[config.mk]
export PLATFORM = sky130hd
export DESIGN_NAME = rvm_divider
export DESIGN_NICKNAME = d
export VERILOG_FILES = /design/src/hdl/rvm_pkg.sv /design/src/hdl/rvm_divider.sv
export VERILOG_INCLUDE_DIRS = /design/src /design/src/hdl
export SDC_FILE = /design/constraint.sdc
export NUM_CORES = 1
export LEC_CHECK = 0
export BUFFER_PORTS_ARGS = -buffer_cell sky130_fd_sc_hd__buf_2
export CORE_MARGIN = 2
export CORE_UTILIZATION = 33
export CTS_CLUSTER_SIZE = 25
export DETAILED_ROUTE_END_ITERATION = 7
export HOLD_SLACK_MARGIN = 0.12
export PLACE_DENSITY = 0.51
export SLEW_MARGIN = 20
export SYNTH_ARGS = -nofsm -noshare
export SYNTH_HDL_FRONTEND = slang
export SYNTH_SLANG_ARGS = --single-unit
[constraint.sdc]
create_clock -name clk -period 6.81 [get_ports clk]
set_input_delay 0 -clock clk [delete_from_list [all_inputs] [get_ports clk]]
set_output_delay 0 -clock clk [all_outputs]
set_load 0.01 [all_outputs]
[src/hdl/register_vm_instruction_executor_macros.svh]
// ---------------------------------------------------------------------------
// Register VM executor assertion macros
// Shared concurrent assertion wrappers, removable with NO_ASSERTIONS.
// ---------------------------------------------------------------------------
`ifndef REGISTER_VM_INSTRUCTION_EXECUTOR_MACROS_SVH
`define REGISTER_VM_INSTRUCTION_EXECUTOR_MACROS_SVH
`ifndef NO_ASSERTIONS
`define RVM_ASSERT_IMP(label, clk, rst_n, ante, cons) \
  label: assert property (@(posedge clk) disable iff (!rst_n) (ante) |-> (cons)) \
    else $error("assertion failed");
`define RVM_ASSERT_NXT(label, clk, rst_n, ante, cons) \
  label: assert property (@(posedge clk) disable iff (!rst_n) (ante) |=> (cons)) \
    else $error("assertion failed");
`else
`define RVM_ASSERT_IMP(label, clk, rst_n, ante, cons)
`define RVM_ASSERT_NXT(label, clk, rst_n, ante, cons)
`endif
`endif

[src/hdl/rvm_pkg.sv]
// ---------------------------------------------------------------------------
// Register VM package
// Opcodes, error codes, sequencer states and widths.
// ---------------------------------------------------------------------------
package rvm_pkg;
  localparam int unsigned WORD_W = 64;

  typedef enum logic [4:0] {
    OP_NOP = 5'd0, OP_HALT = 5'd1, OP_LOAD = 5'd2, OP_ADD = 5'd3, OP_SUB = 5'd4,
    OP_EQ = 5'd5, OP_GT = 5'd6, OP_LT = 5'd7, OP_COPY = 5'd8, OP_JMP = 5'd9,
    OP_JMPF = 5'd10, OP_JMPT = 5'd11, OP_PNUM = 5'd12, OP_PCHAR = 5'd13,
    OP_INC = 5'd14, OP_DEC = 5'd15, OP_PUSH = 5'd16, OP_POP = 5'd17,
    OP_DIV = 5'd18, OP_MOD = 5'd19
  } opcode_t;

  typedef enum logic [1:0] {
    ERR_NONE = 2'd0, ERR_INVALID = 2'd1, ERR_UNDER = 2'd2, ERR_OVER = 2'd3
  } err_t;

  typedef enum logic [2:0] {
    ST_IDLE, ST_READ, ST_EXEC, ST_DIV, ST_WRITE, ST_OUT
  } state_t;

  localparam logic [WORD_W-1:0] CHAR_MASK = 64'hFF;

  typedef struct packed {
    logic start;
    logic [WORD_W-1:0] dividend;
    logic [WORD_W-1:0] divisor;
  } div_req_t;

  typedef struct packed {
    logic done;
    logic [WORD_W-1:0] quot;
    logic [WORD_W-1:0] rem;
  } div_rsp_t;
endpackage

[src/hdl/rvm_divider.sv]
// ---------------------------------------------------------------------------
// Register VM divider
// Restoring unsigned divider, one quotient bit per cycle.
// ---------------------------------------------------------------------------
`include "register_vm_instruction_executor_macros.svh"
module rvm_divider (
  input  logic             clk,
  input  logic             rst_n,
  input  rvm_pkg::div_req_t req,
  output rvm_pkg::div_rsp_t rsp
);
  localparam int unsigned W = rvm_pkg::WORD_W;

  logic         busy_r, busy_nxt;
  logic [6:0]   cnt_r, cnt_nxt;
  logic [W-1:0] q_r, q_nxt;
  logic [W-1:0] rem_r, rem_nxt;
  logic [W-1:0] dsr_r, dsr_nxt;
  logic         done_r, done_nxt;
  logic [W:0]   trial;

  always_ff @(posedge clk) begin
    if (!rst_n) begin
      busy_r <= 1'b0;
      done_r <= 1'b0;
      cnt_r  <= '0;
    end else begin
      busy_r <= busy_nxt;
      done_r <= done_nxt;
      cnt_r  <= cnt_nxt;
    end
    q_r   <= q_nxt;
    rem_r <= rem_nxt;
    dsr_r <= dsr_nxt;
  end

  always_comb begin
    busy_nxt = busy_r;
    done_nxt = 1'b0;
    cnt_nxt  = cnt_r;
    q_nxt    = q_r;
    rem_nxt  = rem_r;
    dsr_nxt  = dsr_r;
    trial    = {rem_r, q_r[W-1]} - {1'b0, dsr_r};
    if (req.start) begin
      busy_nxt = 1'b1;
      cnt_nxt  = 7'(W);
      q_nxt    = req.dividend;
      rem_nxt  = '0;
      dsr_nxt  = req.divisor;
    end else if (busy_r) begin
      if (!trial[W]) begin
        rem_nxt = trial[W-1:0];
        q_nxt   = {q_r[W-2:0], 1'b1};
      end else begin
        rem_nxt = {rem_r[W-2:0], q_r[W-1]};
        q_nxt   = {q_r[W-2:0], 1'b0};
      end
      cnt_nxt = cnt_r - 7'd1;
      if (cnt_r == 7'd1) begin
        busy_nxt = 1'b0;
        done_nxt = 1'b1;
      end
    end
  end

  assign rsp.done = done_r;
  assign rsp.quot = q_r;
  assign rsp.rem  = rem_r;

  `RVM_ASSERT_NXT(a_done_ends_busy, clk, rst_n, busy_r && cnt_r == 7'd1 && !req.start, done_r)
  `RVM_ASSERT_IMP(a_cnt_bound, clk, rst_n, busy_r, cnt_r != 7'd0)
  `RVM_ASSERT_IMP(a_done_idle, clk, rst_n, done_r, !busy_r)
endmodule

* Word level (Yosys, flattened, before mapping)
Index checks and enable logic that the tools add are counted.
Word-level totals: bits in writable memories 0, output and inout port bits 129, memories kept 0, memory bits (read-only) 0, flip-flop bits (word level) 201, input port bits 131, bits in latches 0
Cells by class: bitwise operators 2, magnitude comparators 0, div/mod/pow operators 0, mux-type cells 10, reductions and logical operators 3, multipliers 0, add/subtract/negate cells 2, shifts and indexed selects 0, equal/unequal tests 1
Operators by type and width (number):
- 2-to-1 mux 64 bit | 3
- subtractor 65 x 64 -> 65 bit | 1
- 2-to-1 mux 7 bit | 2
- == test 7 x 1 -> 1 bit (second input constant) | 1
- subtractor 7 x 1 -> 7 bit (second input constant) | 1
- 2-to-1 mux 1 bit | 5
- OR reduction 3 bit | 1
- NOT 1 bit | 2
- nonzero test 2 bit | 1
- OR reduction 2 bit | 1

* Depth between registers and ports, before layout
depth in word-level cells 4, gate-level depth with buffers 14

* Worst setup path before layout
No wires, ideal clock.
kind reg-to-reg, from register q_r[63], to register rem_r[57], path buffers 1, period minus slack after synthesis 3.189 ns, data arrival time 3.067 ns, cell stages (with the launch flop) 15, required time 6.688 ns, path slack 3.621 ns, path through edfxtp_1 -> inv_1 -> ha_1 -> fa_1 -> nor2b_1 -> o31a_1 -> o311a_1 -> o2111ai_1 -> nand2_1 -> a21oi_4 -> a21oi_4 -> xor2_2 -> nor2_1 -> buf_2 -> a221o_1
Between the ends: longest elaborated chain between the ends 2
Ends and longest elaborated chain:
- start: declaration | RTL line rvm_divider.sv:16 | logic [W-1:0] q_r, q_nxt;
- start signal: assignment | RTL line rvm_divider.sv:32 | q_r <= q_nxt;
- subtractor 65 x 64 -> 65 bit | RTL line rvm_divider.sv:44 | trial = {rem_r, q_r[W-1]} - {1'b0, dsr_r};
- 2-to-1 mux 64 bit | RTL line rvm_divider.sv:52 | if (!trial[W]) begin
- end signal: assignment | RTL line rvm_divider.sv:33 | rem_r <= rem_nxt;
- end: declaration | RTL line rvm_divider.sv:17 | logic [W-1:0] rem_r, rem_nxt;
Every way passes these cells. A chain may end at the register's enable or synchronous reset.

* Worst setup path in the final report
from register q_r[63], to register rem_r[43]
The elaborated chain is that of the path after synthesis.

==> impl_metrics.env <==
export IMPL_cts_inserted_buffers=26
export IMPL_ys_types=81
export IMPL_synthDominantCellAreaShare_pct=32.1
export IMPL_holdCritPathClass="in2reg"
export IMPL_crit_path_start_kind="flop"
export IMPL_die_y_um=194
export IMPL_min_period_over_period_pct=56.9
export IMPL_syn_avg_cell_area_um2=10.1
export IMPL_period_minus_slack_ns=3.87
export IMPL_status="finished with violations"
export IMPL_drtPass1Iterations=8
export IMPL_wl_per_cell_um=18.2
export IMPL_dp_hpwl_um=26800
export IMPL_finalSetupViolations=0
export IMPL_fmax_mhz=258
export IMPL_syn2layout_area_growth_pct=33.5
export IMPL_dpl_cell_area_mm2=0.0136
export IMPL_cts_sinks=201
export IMPL_htree_levels=1
export IMPL_violations="DRC"
export IMPL_hold_buffers=147
export IMPL_port_buffers=259
export IMPL_cp_max_fo=50
export IMPL_path_cells="inv_1 -> ha_1 -> fa_1 -> nor2b_1 -> o31a_1 -> o311a_1 -> o2111ai_1 -> nand2_1 -> a21oi_4 -> a21oi_4 -> xor2_4 -> buf_4 -> mux2i_1 -> a211oi_1"
export IMPL_ys_flop_type="edfxtp_1"
export IMPL_core_area_mm2=0.0357
export IMPL_worst_pin_slew_ns=1.06
export IMPL_required_ns=7.25
export IMPL_placementRows=69
export IMPL_synth_top_cell_by_area="edfxtp_1"
export IMPL_critPathKind="reg2reg"
export IMPL_num_fill_cells=3400
export IMPL_initial_utilization_pct=33.5
export IMPL_fin_skew_ns=0.0226
export IMPL_syn_inst=1186
export IMPL_grt_pass1_vias=10400
export IMPL_clk_latency_ns=0.57
export IMPL_multi_input_area_mm2=0.00605
export IMPL_power_density_mw_per_mm2=241
export IMPL_synth_seq_cells=201
export IMPL_grt_pass1_wl_um=58600
export IMPL_via_per_inst=5.12
export IMPL_drtIter0Drc=574
export IMPL_path_clk_slew_ns=0.06
export IMPL_route_detailed_drc=7
export IMPL_clockBufferDepth=3
export IMPL_syn_area_mm2=0.0120
export IMPL_vdd_ir_drop_max_mv=0.213
export IMPL_die_w_um=194
export IMPL_cpLargestDelayFamily="compound AO/OA/AOI/OAI gates"
export IMPL_synth_edf_count=128
export IMPL_tns_ns=0
export IMPL_postCtsSetupBuffers=0
export IMPL_cts_resized=0
export IMPL_gr_total_overflow=0
export IMPL_final_layout_size_suffix_gt1_share_pct=24.7
export IMPL_place_gp_congestion=0.859
export IMPL_grt_start_max_net_pins=81
export IMPL_end_kind="flop"
export IMPL_slew_headroom_pct=29.0
export IMPL_path_buf_inv=2
export IMPL_globalRouteTotalUtil_pct=19.4
export IMPL_fin_nets=1764
export IMPL_grt_antenna_before_repair=4
export IMPL_synth_warnings=0
export IMPL_wl_um=37400
export IMPL_critPathSlowestCell="buf_4"
export IMPL_fin_area_mm2=0.0160
export IMPL_root_buffer="clkbuf_16"
export IMPL_ios=260
export IMPL_cts_tree="done"
export IMPL_vias=10500
export IMPL_drv_slew=0
export IMPL_die_area_mm2=0.0378
export IMPL_yosysSeqAreaShare_pct=44.4
export IMPL_synth_most_common_cell="edfxtp_1"
export IMPL_synth_nets=1384
export IMPL_drtAntennaViolNets=0
export IMPL_max_cap_viol_count=0
export IMPL_slowest_delay_ns=0.71
export IMPL_cp_common_cell="a21oi_4"
export IMPL_area_sequential_mm2=0.00531
export IMPL_yosys_top_cells_area="edfxtp_1, dfxtp_1, ha_1"
export IMPL_rsz0062_at_grt="false"
export IMPL_hold_viol=0
export IMPL_p_leak_nw=6.85
export IMPL_arrival_ns=4.32
export IMPL_netlist_top_cells_count="edfxtp_1, nor2_1, nand2_1"
export IMPL_synthArstFlopShare_pct=0
-- sequential cells by signal (all words and copies together), names as in the netlist --
name,count
rem_r,64
dsr_r,64
q_r,64
done_r,1
cnt_r,7
busy_r,1
-- area by class of cell --
cell class | instances | share of cell area (%)
diodes | 3 | 0.0470
multi-input cells | 842 | 37.9
repair buffers | 414 | 17.8
clock inverters | 16 | 1.32
inverters | 81 | 1.90
well taps | 461 | 3.61
clock buffers | 32 | 4.22
flip-flops and latches | 201 | 33.2
-- worst reg2reg max path, stage by stage (launching register included) --
cell,delay [ns]
edfxtp_1,0.37
inv_1,0.10
ha_1,0.19
fa_1,0.23
nor2b_1,0.07
o31a_1,0.28
o311a_1,0.35
o2111ai_1,0.28
nand2_1,0.18
a21oi_4,0.23
a21oi_4,0.11
xor2_4,0.14
buf_4,0.71
mux2i_1,0.18
a211oi_1,0.32
-- path summary, 6_finish.rpt --
path	from	to	slack, ns	cells past startpoint
max	q_r[63]$_DFFE_PP_	rem_r[43]$_SDFFE_PP0P_	2.94	14
min	req[62]	dsr_r[62]$_DFFE_PP_	0.15	2
max reg2reg	q_r[63]$_DFFE_PP_	rem_r[43]$_SDFFE_PP0P_	2.94	14
min reg2reg	rem_r[49]$_SDFFE_PP0P_	rem_r[49]$_SDFFE_PP0P_	0.50	2
-- cell families after synthesis --
logic type | after synthesis | share of synthesized area (%)
buffers and inverters | 143 | 5.16
adders and majority gates | 67 | 7.07
muxes | 102 | 9.20
and+or+nand+nor | 300 | 11.8
AOI/OAI and AO/OA | 309 | 17.6
xor gates and xnor gates | 64 | 4.81
DFF | 201 | 44.4
-- layout by cell type, fill, tap and decap left out, types with 10 or more instances in the layout --
cell type and count:
inv_1 79, a221o_1 12, mux2i_1 39, o21a_1 14
o21ai_0 52, nand3_1 10, and2_1 11, dlygate4sd3_1 147
a211oi_1 41, edfxtp_1 128, xor2_1 26, a31oi_1 10
a21oi_1 81, xnor2_1 36, o21bai_1 12, a21o_1 23
nor3_1 22, ha_1 66, nor2_1 109, nand4_1 21
dfxtp_1 72, mux2_2 63, buf_2 258, clkbuf_16 26
nand2_1 82
-- per-stage QoR --
step	cells	utilization (%)	worst slack, ns	hold slack (ns)	power [W]
after floorplan	1186	-	3.62	0.0989	0.00209
after global placement	1852	38.1	3.05	0.177	0.00237
after detailed placement	1852	38.1	2.91	0.178	0.00237
after CTS	2047	44.8	2.87	0.121	0.00389
after global routing	2050	44.8	2.60	0.134	0.00405
final	2050	44.8	2.94	0.151	0.00385
-- where the power goes --
part	total, W	switching, W	internal, W	leakage, nW
sequential	0.00149	0.0000774	0.00142	1.87
clock	0.00143	0.000570	0.000859	0.429
combinational	0.000925	0.000518	0.000407	4.55
-- routing by layer --
metal  GRT usage, %  up-vias  routed length [um]
met2           32.7      355               17300
met4           5.67        2                1070
li1               -     5138                   -
met3           4.39       59                2460
met5              0        -                  11
met1           25.0     4937               16600
No activity file was read; power rests on OpenSTA's default activity.
